<file path="src/rtl/vac_pkg.sv">
// Shared types, codes and constants of the vehicle alarm controller.
package vac_pkg;

  localparam int DEBOUNCE_DEPTH_DEFAULT = 4;
  localparam int DUTY_BITS_DEFAULT      = 10;

  localparam int NUM_SENSORS = 4;
  localparam int CMD_W       = 3;
  localparam int STATUS_W    = 3;
  localparam int TICK_W      = 8;
  localparam int MOVE_W      = 10;
  localparam int SERVO_W     = 11;
  localparam int CFG_INDEX_W = 3;

  // Register indexes of the configuration port.
  localparam logic [CFG_INDEX_W-1:0] CFG_POLL_PERIOD    = 3'd0;
  localparam logic [CFG_INDEX_W-1:0] CFG_RAMP_STEP      = 3'd1;
  localparam logic [CFG_INDEX_W-1:0] CFG_RAMP_INCREMENT = 3'd2;
  localparam logic [CFG_INDEX_W-1:0] CFG_HOLD           = 3'd3;
  localparam logic [CFG_INDEX_W-1:0] CFG_GAP            = 3'd4;
  localparam logic [CFG_INDEX_W-1:0] CFG_SERVO_MOVE     = 3'd5;
  localparam logic [CFG_INDEX_W-1:0] CFG_SERVO_NEUTRAL  = 3'd6;
  localparam logic [CFG_INDEX_W-1:0] CFG_BEEP_DUTY      = 3'd7;

  // Register values after reset.
  localparam int POLL_PERIOD_RESET    = 5;
  localparam int RAMP_STEP_RESET      = 4;
  localparam int RAMP_INCREMENT_RESET = 50;
  localparam int HOLD_RESET           = 60;
  localparam int GAP_RESET            = 40;
  localparam int SERVO_MOVE_RESET     = 200;
  localparam int SERVO_NEUTRAL_RESET  = 1495;
  localparam int BEEP_DUTY_RESET      = 1023;

  // Remote command codes.
  localparam logic [CMD_W-1:0] CMD_TICK   = 3'd0;
  localparam logic [CMD_W-1:0] CMD_PANIC  = 3'd1;
  localparam logic [CMD_W-1:0] CMD_DISARM = 3'd2;
  localparam logic [CMD_W-1:0] CMD_ARM    = 3'd3;
  localparam logic [CMD_W-1:0] CMD_WINDOW = 3'd4;

  // Command status codes.
  localparam logic [STATUS_W-1:0] ST_NONE           = 3'd0;
  localparam logic [STATUS_W-1:0] ST_DONE           = 3'd1;
  localparam logic [STATUS_W-1:0] ST_REFUSED_SEAT   = 3'd2;
  localparam logic [STATUS_W-1:0] ST_REFUSED_WINDOW = 3'd3;
  localparam logic [STATUS_W-1:0] ST_REFUSED_ENTRY  = 3'd4;
  localparam logic [STATUS_W-1:0] ST_REFUSED_ARMED  = 3'd5;
  localparam logic [STATUS_W-1:0] ST_BUSY           = 3'd6;

  // Sequence timing and servo drive.
  localparam logic [MOVE_W-1:0]  ARM_BEEP_TICKS    = 10'd30;
  localparam logic [MOVE_W-1:0]  FAIL_BEEP_TICKS   = 10'd15;
  localparam logic [1:0]         FAIL_BEEP_COUNT   = 2'd3;
  localparam logic [MOVE_W-1:0]  WINDOW_BEEP_TICKS = 10'd20;
  localparam logic [SERVO_W-1:0] SERVO_DOWN_US     = 11'd1400;
  localparam logic [SERVO_W-1:0] SERVO_UP_US       = 11'd1600;

  typedef enum logic [3:0] {
    SEQ_NONE     = 4'd0,
    SEQ_ARM_BEEP = 4'd1,
    SEQ_FAIL_ON  = 4'd2,
    SEQ_FAIL_OFF = 4'd3,
    SEQ_MOVE     = 4'd4,
    SEQ_WIN_BEEP = 4'd5
  } seq_step_t;

  // Request from the command decoder to the sequencer.
  typedef struct packed {
    logic      start;
    seq_step_t step;
  } seq_req_t;

  // Sequencer status seen by the top level.
  typedef struct packed {
    logic               busy;
    logic               window_lowered;
    logic               window_next;
    logic               buzz_on;
    logic [SERVO_W-1:0] servo;
  } seq_stat_t;

endpackage

</file>
<file path="src/rtl/vehicle_alarm_controller_core.sv">
// A result passes through the item register and then the result register before it appears on the output.
// Throughput: one item per clock cycle through one registered pass while out_stall is low; while a
// result waits, the item register takes one more transaction before the input stalls.
// Reset (rst, synchronous, active high) clears all flags, histories, counters and sequences,
// loads every configuration register with its documented default, and empties both stages.
// There is no memory and no clearing pass: the block takes items in the cycle after reset.
module vehicle_alarm_controller_core #(
  parameter int DEBOUNCE_DEPTH = vac_pkg::DEBOUNCE_DEPTH_DEFAULT,
  parameter int DUTY_BITS      = vac_pkg::DUTY_BITS_DEFAULT
) (
  input  logic                            clk,
  input  logic                            rst,
  // Item input channel
  input  logic                            in_valid,
  output logic                            in_stall,
  input  logic [vac_pkg::CMD_W-1:0]       command,
  input  logic                            door_one_level,
  input  logic                            door_two_level,
  input  logic                            trunk_level,
  input  logic                            seat_level,
  // Result output channel
  output logic                            out_valid,
  input  logic                            out_stall,
  output logic [DUTY_BITS-1:0]            buzzer_duty,
  output logic [vac_pkg::SERVO_W-1:0]     servo_pulse_us,
  output logic                            armed_led,
  output logic                            intrusion_led,
  output logic                            alarm_on,
  output logic                            window_is_down,
  output logic [vac_pkg::STATUS_W-1:0]    command_status,
  // Configuration write channel
  input  logic                            cfg_valid,
  output logic                            cfg_ready,
  input  logic [vac_pkg::CFG_INDEX_W-1:0] cfg_index,
  input  logic [((DUTY_BITS > vac_pkg::SERVO_W) ? DUTY_BITS : vac_pkg::SERVO_W)-1:0] cfg_data
);
  import vac_pkg::*;

  // Configuration registers. Writes are always taken; the user must issue them only while idle (not enforced).
  logic [TICK_W-1:0]    poll_period_ticks;
  logic [TICK_W-1:0]    ramp_step_ticks;
  logic [DUTY_BITS-1:0] ramp_increment;
  logic [TICK_W-1:0]    hold_ticks;
  logic [TICK_W-1:0]    gap_ticks;
  logic [MOVE_W-1:0]    servo_move_ticks;
  logic [SERVO_W-1:0]   servo_neutral_us;
  logic [DUTY_BITS-1:0] beep_duty;

  assign cfg_ready = 1'b1;

  always_ff @(posedge clk) begin
    if (rst) begin
      poll_period_ticks <= TICK_W'(POLL_PERIOD_RESET);
      ramp_step_ticks   <= TICK_W'(RAMP_STEP_RESET);
      ramp_increment    <= DUTY_BITS'(RAMP_INCREMENT_RESET);
      hold_ticks        <= TICK_W'(HOLD_RESET);
      gap_ticks         <= TICK_W'(GAP_RESET);
      servo_move_ticks  <= MOVE_W'(SERVO_MOVE_RESET);
      servo_neutral_us  <= SERVO_W'(SERVO_NEUTRAL_RESET);
      beep_duty         <= DUTY_BITS'(BEEP_DUTY_RESET);
    end else if (cfg_valid && cfg_ready) begin
      case (cfg_index)
        CFG_POLL_PERIOD:    poll_period_ticks <= cfg_data[TICK_W-1:0];
        CFG_RAMP_STEP:      ramp_step_ticks   <= cfg_data[TICK_W-1:0];
        CFG_RAMP_INCREMENT: ramp_increment    <= cfg_data[DUTY_BITS-1:0];
        CFG_HOLD:           hold_ticks        <= cfg_data[TICK_W-1:0];
        CFG_GAP:            gap_ticks         <= cfg_data[TICK_W-1:0];
        CFG_SERVO_MOVE:     servo_move_ticks  <= cfg_data[MOVE_W-1:0];
        CFG_SERVO_NEUTRAL:  servo_neutral_us  <= cfg_data[SERVO_W-1:0];
        CFG_BEEP_DUTY:      beep_duty         <= cfg_data[DUTY_BITS-1:0];
        default: begin
        end
      endcase
    end
  end

  // Item register. An item is processed when the result register is free or being emptied;
  // the item register itself can then take the next transaction in the same cycle.
  logic             item_valid;
  logic [CMD_W-1:0] item_command;
  logic             item_door_one, item_door_two, item_trunk, item_seat;
  logic             advance;

  assign advance  = item_valid && (!out_valid || !out_stall);
  assign in_stall = item_valid && !advance;

  always_ff @(posedge clk) begin
    if (rst) begin
      item_valid <= 1'b0;
    end else if (!in_stall) begin
      item_valid <= in_valid;
    end
  end

  always_ff @(posedge clk) begin
    if (in_valid && !in_stall) begin
      item_command  <= command;
      item_door_one <= door_one_level;
      item_door_two <= door_two_level;
      item_trunk    <= trunk_level;
      item_seat     <= seat_level;
    end
  end

  // Alarm state held here; the sequencer keeps the window position.
  logic                      armed, alarm, breakin;
  logic [DEBOUNCE_DEPTH-1:0] history [NUM_SENSORS];
  logic [TICK_W-1:0]         poll_counter;

  seq_req_t  seq_req;
  seq_stat_t seq_stat;

  logic                      armed_cmd, alarm_cmd, breakin_cmd;
  logic [STATUS_W-1:0]       status;
  logic                      entry_open;
  logic                      sample_now, hit;
  logic                      sample [NUM_SENSORS];
  logic [DEBOUNCE_DEPTH-1:0] history_next [NUM_SENSORS];
  logic                      armed_next, alarm_next, breakin_next;
  logic [TICK_W-1:0]         poll_inc, poll_counter_next;
  logic [DUTY_BITS-1:0]      siren_duty;

  // Command handling: acts on the state left by the previous item.
  always_comb begin
    armed_cmd    = armed;
    alarm_cmd    = alarm;
    breakin_cmd  = breakin;
    status       = ST_NONE;
    seq_req.start = 1'b0;
    seq_req.step  = SEQ_NONE;
    entry_open   = item_door_one || item_door_two || item_trunk;
    if (item_command inside {[CMD_PANIC:CMD_WINDOW]}) begin
      if (seq_stat.busy) begin
        status = ST_BUSY;
      end else begin
        case (item_command)
          CMD_PANIC: begin
            alarm_cmd = 1'b1;
            status    = ST_DONE;
          end
          CMD_DISARM: begin
            alarm_cmd   = 1'b0;
            armed_cmd   = 1'b0;
            breakin_cmd = 1'b0;
            status      = ST_DONE;
          end
          CMD_ARM: begin
            seq_req.start = 1'b1;
            if (!entry_open && !seq_stat.window_lowered && !item_seat) begin
              armed_cmd    = 1'b1;
              seq_req.step = SEQ_ARM_BEEP;
              status       = ST_DONE;
            end else begin
              armed_cmd    = 1'b0;
              seq_req.step = SEQ_FAIL_ON;
              if (item_seat) begin
                status = ST_REFUSED_SEAT;
              end else if (seq_stat.window_lowered) begin
                status = ST_REFUSED_WINDOW;
              end else begin
                status = ST_REFUSED_ENTRY;
              end
            end
          end
          CMD_WINDOW: begin
            if (armed) begin
              status = ST_REFUSED_ARMED;
            end else begin
              seq_req.start = 1'b1;
              seq_req.step  = SEQ_MOVE;
              status        = ST_DONE;
            end
          end
          default: begin
          end
        endcase
      end
    end
  end

  // Debounce poll: on a poll tick every level shifts into its history, and a full history of
  // ones while armed and quiet raises the alarm and latches the break-in flag.
  always_comb begin
    sample_now = (poll_counter == '0);
    sample[0]  = item_door_one;
    sample[1]  = item_door_two;
    sample[2]  = item_trunk;
    sample[3]  = seq_stat.window_lowered;
    hit        = 1'b0;
    for (int i = 0; i < NUM_SENSORS; i++) begin
      history_next[i] = sample_now ? DEBOUNCE_DEPTH'({history[i], sample[i]}) : history[i];
      if (sample_now && (&history_next[i])) begin
        hit = 1'b1;
      end
    end
    armed_next   = armed_cmd;
    alarm_next   = alarm_cmd;
    breakin_next = breakin_cmd;
    if (armed_cmd && !alarm_cmd && hit) begin
      alarm_next   = 1'b1;
      breakin_next = 1'b1;
    end
    poll_inc          = poll_counter + TICK_W'(1);
    poll_counter_next = (poll_inc >= poll_period_ticks) ? '0 : poll_inc;
  end

  always_ff @(posedge clk) begin
    if (rst) begin
      armed        <= 1'b0;
      alarm        <= 1'b0;
      breakin      <= 1'b0;
      poll_counter <= '0;
      for (int i = 0; i < NUM_SENSORS; i++) begin
        history[i] <= '0;
      end
    end else if (advance) begin
      armed        <= armed_next;
      alarm        <= alarm_next;
      breakin      <= breakin_next;
      poll_counter <= poll_counter_next;
      for (int i = 0; i < NUM_SENSORS; i++) begin
        history[i] <= history_next[i];
      end
    end
  end

  // The siren sees the alarm after the poll, so it falls silent in the tick the alarm clears.
  vac_siren #(
    .DUTY_BITS (DUTY_BITS)
  ) u_siren (
    .clk             (clk),
    .rst             (rst),
    .advance         (advance),
    .alarm           (alarm_next),
    .ramp_step_ticks (ramp_step_ticks),
    .ramp_increment  (ramp_increment),
    .hold_ticks      (hold_ticks),
    .gap_ticks       (gap_ticks),
    .duty            (siren_duty)
  );

  vac_seq u_seq (
    .clk              (clk),
    .rst              (rst),
    .advance          (advance),
    .req              (seq_req),
    .servo_move_ticks (servo_move_ticks),
    .servo_neutral_us (servo_neutral_us),
    .stat             (seq_stat)
  );

  // Result register. A feedback beep takes precedence over the siren.
  always_ff @(posedge clk) begin
    if (rst) begin
      out_valid <= 1'b0;
    end else if (advance) begin
      out_valid <= 1'b1;
    end else if (!out_stall) begin
      out_valid <= 1'b0;
    end
  end

  always_ff @(posedge clk) begin
    if (advance) begin
      buzzer_duty    <= seq_stat.buzz_on ? beep_duty : siren_duty;
      servo_pulse_us <= seq_stat.servo;
      armed_led      <= armed_next;
      intrusion_led  <= breakin_next;
      alarm_on       <= alarm_next;
      window_is_down <= seq_stat.window_next;
      command_status <= status;
    end
  end

endmodule

</file>
<file path="src/rtl/vac_siren.sv">
// Sawtooth siren generator: ramp, hold at full duty, silent gap.
module vac_siren #(
  parameter int DUTY_BITS = vac_pkg::DUTY_BITS_DEFAULT
) (
  input  logic                      clk,
  input  logic                      rst,
  input  logic                      advance,
  input  logic                      alarm,
  input  logic [vac_pkg::TICK_W-1:0] ramp_step_ticks,
  input  logic [DUTY_BITS-1:0]      ramp_increment,
  input  logic [vac_pkg::TICK_W-1:0] hold_ticks,
  input  logic [vac_pkg::TICK_W-1:0] gap_ticks,
  output logic [DUTY_BITS-1:0]      duty
);
  import vac_pkg::*;

  typedef enum logic [1:0] {
    PH_IDLE = 2'd0,
    PH_RAMP = 2'd1,
    PH_HOLD = 2'd2,
    PH_GAP  = 2'd3
  } siren_phase_t;

  localparam logic [DUTY_BITS:0] FULL_DUTY = {1'b0, {DUTY_BITS{1'b1}}};

  siren_phase_t       phase, phase_next, phase_cur;
  logic [DUTY_BITS:0] level, level_next, level_cur, level_sum;
  logic [TICK_W-1:0]  timer, timer_next, timer_inc;

  always_comb begin
    phase_cur  = (phase == PH_IDLE) ? PH_RAMP : phase;
    level_cur  = (phase == PH_IDLE) ? '0 : level;
    timer_inc  = ((phase == PH_IDLE) ? '0 : timer) + TICK_W'(1);
    level_sum  = level_cur + {1'b0, ramp_increment};
    phase_next = phase_cur;
    level_next = level_cur;
    timer_next = timer_inc;
    duty       = '0;
    if (!alarm) begin
      phase_next = PH_IDLE;
      level_next = '0;
      timer_next = '0;
    end else begin
      case (phase_cur)
        PH_RAMP: begin
          duty = level_cur[DUTY_BITS-1:0];
          if (timer_inc >= ramp_step_ticks) begin
            timer_next = '0;
            level_next = level_sum;
            if (level_sum > FULL_DUTY) begin
              phase_next = PH_HOLD;
            end
          end
        end
        PH_HOLD: begin
          duty = FULL_DUTY[DUTY_BITS-1:0];
          if (timer_inc >= hold_ticks) begin
            timer_next = '0;
            phase_next = PH_GAP;
          end
        end
        PH_GAP: begin
          if (timer_inc >= gap_ticks) begin
            timer_next = '0;
            level_next = '0;
            phase_next = PH_RAMP;
          end
        end
        default: begin
          phase_next = PH_IDLE;
          level_next = '0;
          timer_next = '0;
        end
      endcase
    end
  end

  always_ff @(posedge clk) begin
    if (rst) begin
      phase <= PH_IDLE;
      level <= '0;
      timer <= '0;
    end else if (advance) begin
      phase <= phase_next;
      level <= level_next;
      timer <= timer_next;
    end
  end

endmodule

</file>
<file path="src/rtl/vac_seq.sv">
// Timed feedback sequences: beeps and the window servo move.
module vac_seq (
  input  logic                        clk,
  input  logic                        rst,
  input  logic                        advance,
  input  vac_pkg::seq_req_t           req,
  input  logic [vac_pkg::MOVE_W-1:0]  servo_move_ticks,
  input  logic [vac_pkg::SERVO_W-1:0] servo_neutral_us,
  output vac_pkg::seq_stat_t          stat
);
  import vac_pkg::*;

  seq_step_t         step, step_next, step_cur;
  logic [MOVE_W-1:0] timer, timer_next, timer_inc;
  logic [1:0]        beeps, beeps_next, beeps_cur, beeps_inc;
  logic              window_lowered, window_next;

  always_comb begin
    step_cur    = req.start ? req.step : step;
    timer_inc   = (req.start ? '0 : timer) + MOVE_W'(1);
    beeps_cur   = req.start ? 2'd0 : beeps;
    beeps_inc   = beeps_cur + 2'd1;
    step_next   = step_cur;
    timer_next  = timer_inc;
    beeps_next  = beeps_cur;
    window_next = window_lowered;
    stat.buzz_on = 1'b0;
    stat.servo   = servo_neutral_us;
    case (step_cur)
      SEQ_ARM_BEEP: begin
        stat.buzz_on = 1'b1;
        if (timer_inc >= ARM_BEEP_TICKS) begin
          step_next  = SEQ_NONE;
          timer_next = '0;
          beeps_next = '0;
        end
      end
      SEQ_FAIL_ON: begin
        stat.buzz_on = 1'b1;
        if (timer_inc >= FAIL_BEEP_TICKS) begin
          step_next  = SEQ_FAIL_OFF;
          timer_next = '0;
        end
      end
      SEQ_FAIL_OFF: begin
        if (timer_inc >= FAIL_BEEP_TICKS) begin
          timer_next = '0;
          if (beeps_inc >= FAIL_BEEP_COUNT) begin
            step_next  = SEQ_NONE;
            beeps_next = '0;
          end else begin
            step_next  = SEQ_FAIL_ON;
            beeps_next = beeps_inc;
          end
        end
      end
      SEQ_MOVE: begin
        stat.servo = window_lowered ? SERVO_UP_US : SERVO_DOWN_US;
        if (timer_inc >= servo_move_ticks) begin
          window_next = !window_lowered;
          step_next   = SEQ_WIN_BEEP;
          timer_next  = '0;
          beeps_next  = '0;
        end
      end
      SEQ_WIN_BEEP: begin
        stat.buzz_on = 1'b1;
        if (timer_inc >= WINDOW_BEEP_TICKS) begin
          step_next  = SEQ_NONE;
          timer_next = '0;
          beeps_next = '0;
        end
      end
      default: begin
        step_next  = SEQ_NONE;
        timer_next = '0;
        beeps_next = '0;
      end
    endcase
    stat.busy           = (step != SEQ_NONE);
    stat.window_lowered = window_lowered;
    stat.window_next    = window_next;
  end

  always_ff @(posedge clk) begin
    if (rst) begin
      step           <= SEQ_NONE;
      timer          <= '0;
      beeps          <= '0;
      window_lowered <= 1'b0;
    end else if (advance) begin
      step           <= step_next;
      timer          <= timer_next;
      beeps          <= beeps_next;
      window_lowered <= window_next;
    end
  end

endmodule
</file>
<file path="config.mk">
export PLATFORM = sky130hd
export DESIGN_NAME = vehicle_alarm_controller_core
export DESIGN_NICKNAME = d
export VERILOG_FILES = /design/src/rtl/vac_pkg.sv /design/src/rtl/vehicle_alarm_controller_core.sv /design/src/rtl/vac_siren.sv /design/src/rtl/vac_seq.sv
export SDC_FILE = /design/constraint.sdc
export NUM_CORES = 1
export LEC_CHECK = 0
export BUFFER_PORTS_ARGS = -buffer_cell sky130_fd_sc_hd__buf_2
export CORE_MARGIN = 2
export CORE_UTILIZATION = 40
export CTS_BUF_LIST = sky130_fd_sc_hd__clkbuf_4 sky130_fd_sc_hd__clkbuf_8
export DETAILED_ROUTE_END_ITERATION = 10
export REMOVE_ABC_BUFFERS = 1
export SLEW_MARGIN = 20
export SYNTH_ARGS = -nofsm -noshare
export SYNTH_HDL_FRONTEND = slang
export SYNTH_SLANG_ARGS = --single-unit
</file>
<file path="constraint.sdc">
create_clock -name clk -period 4.7 [get_ports clk]
set_input_delay 0.235 -clock clk [delete_from_list [all_inputs] [get_ports clk]]
set_output_delay 0.235 -clock clk [all_outputs]
set_load 0.01 [all_outputs]
</file>
==> results.cfg <==
[timing]
post-route-period-util = 0.921
rsz0062_at_grt = false
final_hold_viol_count = 0
tightest_slew_ps = 936
clock.fmax_mhz = 231
fin_crit_ps = 4330
relSlewSlack = 0.374
holdWs_ps = 42.4
finalMaxSlewViolations = 0
skew_ps = 17.4
setup_tns_ps = 0
final-setup-viol-count = 0

[placement]
port_buffers = 55
place.gp.congestion = 0.845
dp_hpwl_mm = 15.6

[logic_synthesis]
synthesis.instances = 1068
yosys_warnings = 0
synth_fa_ha_area_frac = 0.0765
synthSimpleGateAreaFrac = 0.224
synth_top_family_by_area = simple AND/OR/NAND/NOR gates
synth-compound-area-share = 0.181
synth_cell_types = 72
synth-seq-cells = 175
syn_area_per_cell_um2 = 8.67
synth.yosys.seq_area_share = 0.433
async_reset_ff_frac = 0
synth-edff-count = 51
ys.flop_type = dfxtp_1
synthXorXnorAreaFrac = 0.0303
synthMuxAreaShare = 0.00446
netlist_area_mm2 = 0.00926

[routing]
drt_iter0_drc = 463
drt_first_pass_iters = 5
drcViolationCount = 0
vias_per_cell = 5.31
routed_wl_mm = 22.4
ant_nets = 0
vias = 7483
detail_route.wl_per_cell_um = 15.9

[global_route]
grt_pass1_vias = 7056
overflow = 0
antenna_found_initial = 0
grt_max_degree = 83
grt_pass1_wl_mm = 36.7
track_usage = 0.190

[critical_path]
ff2ff_path_depth = 16
worstPathMaxFanout = 12
arrival_ps = 4700
cp-end-kind = register
path_class = reg -> reg
start_kind = register
required_ps = 5070

[layout]
fin_nets = 1193
final_cell_mix = nand2_1, dfxtp_1, a21oi_1
area_growth_pct = 10.9
drive_gt1_frac = 0.105
antenna_cells = 0
final_core_util = 0.452
final_common_cell = nand2_1

[clocking]
htree_levels = 4
cts.sinks = 175
postCtsSetupRepairBufs = 0
cts.path.max_buffers = 2
clkTransAtPathRegs_ps = 100
cts_buffers = 17
cts_root_buf = clkbuf_8
clock_latency_ps = 460
cts_tree = yes

[floorplanning]
io_pins = 57
fp.dieH_um = 156
rows = 55
start_util = 0.408
fp.coreArea_mm2 = 0.0227
dieArea_mm2 = 0.0244
die_w_um = 156

[power_and_ir_drop]
leakage_nw = 4.10
vdd_drop_max_uv = 196
pwr_density_cell_mw_per_mm2 = 298

[hold_path]
hp-class = in -> reg
whs_path_depth = 3

[flow_run]
maxCapViolations = 0

[run_status]
status = finished clean
[stage by stage]
| step | worst slack [ps] | power [mW] | instance area, um^2 | cells |
|---|---|---|---|---|
| 6_report | 369 | 3.06 | 10300 | 1409 |
| 5_1_grt | 77.2 | 3.19 | 10300 | 1409 |
| 4_1_cts | 434 | 3.09 | 10300 | 1409 |
| 3_5_place_dp | 496 | 1.93 | 9750 | 1368 |
| 3_3_place_gp | 579 | 1.93 | 9750 | 1368 |
| 2_1_floorplan | 748 | 1.82 | 9000 | 1013 |
[repair_timing]
item / 4_1_cts / 5_1_grt
resized for setup: 0 / 0
hold endpoints to repair: 9 / 0
hold buffers: 9 / 0
[sequential cells by signal, summed over array words and instances (netlist names), 10 cells and up]
register,flops
u_seq.timer,10
history,16
beep_duty,10
servo_move_ticks,10
buzzer_duty,10
servo_neutral_us,11
u_siren.level,11
servo_pulse_us,11
ramp_increment,10
[cell usage after synthesis (all sizes together), types with 8 or more instances]
library cell	instances	area share
nor2	72	0.031
and2	8	0.0054
inv	51	0.021
xor2	13	0.012
nand2	204	0.083
buf	15	0.010
a21oi	93	0.051
xnor2	19	0.018
nor3	18	0.011
a22o	20	0.020
edfxtp	51	0.17
clkbuf	40	0.017
a21o	13	0.011
o31ai	14	0.011
ha	55	0.074
o21ai	39	0.022
o21a	9	0.0073
dfxtp	124	0.27
nor2b	29	0.020
a211o	17	0.016
nand3b	21	0.017
nand2b	20	0.014
a31oi	9	0.0061
nand3	31	0.017
[power breakdown]
part           switching (mW)  total, mW  internal [mW]  leakage, nW
Sequential             0.0280       1.63           1.60         1.50
Clock                   0.594       1.16          0.562        0.223
Combinational           0.180      0.274         0.0943         2.37
Total                   0.802       3.06           2.26         4.10
[critical path: stages, from the launching register on]
cell and delay (ps):
edfxtp_1 570, nor4b_2 500, o21ai_1 230, nand2_1 150, inv_1 90, ha_1 210
nand3_1 140, nor2_1 80, xnor2_1 150, nor2_1 60, ha_1 210, a211o_1 270
o311a_1 400, a2111o_1 400, nand2_1 360, o21ai_1 200, o31ai_1 210
[kinds of logic (layout without fill, tap and decap cells)]
group | after synthesis | count (layout)
mux | 4 | 4
flops | 175 | 175
xor+xnor | 32 | 32
compound gates | 254 | 254
other cells | 1 | 1
buf+inv | 108 | 164
simple gates | 438 | 438
fa+ha+maj | 56 | 56
[path summary, 6_finish.rpt]
kind	start	to	slack [ps]
worst max-delay path	item_command[0]$_DFFE_PP_	u_seq.timer[3]$_SDFFE_PP0P_	370
worst min-delay path	out_stall	out_valid$_SDFFE_PP0P_	40
worst min register to register	servo_move_ticks[1]$_SDFFE_PP0P_	servo_move_ticks[1]$_SDFFE_PP0P_	460
worst max register to register	item_command[0]$_DFFE_PP_	u_seq.timer[3]$_SDFFE_PP0P_	370
[per-layer routing]
layer	routed length, um	global-route usage	part of all wire
met1	11000	0.262	0.49
met2	10300	0.314	0.46
met3	874	0.0325	0.039
met4	192	0.0411	0.0086
met5	0	0	0
[area by class of cell]
class,instances,area [um^2]
Inverter,53,199
Clock inverter,13,176
Timing Repair Buffer,79,478
Tap cell,285,357
Fill cell,2258,12400
Sequential cell,175,4010
Clock buffer,19,255
Multi-Input combinational cell,785,4790
No activity file was read; power rests on OpenSTA's default activity.
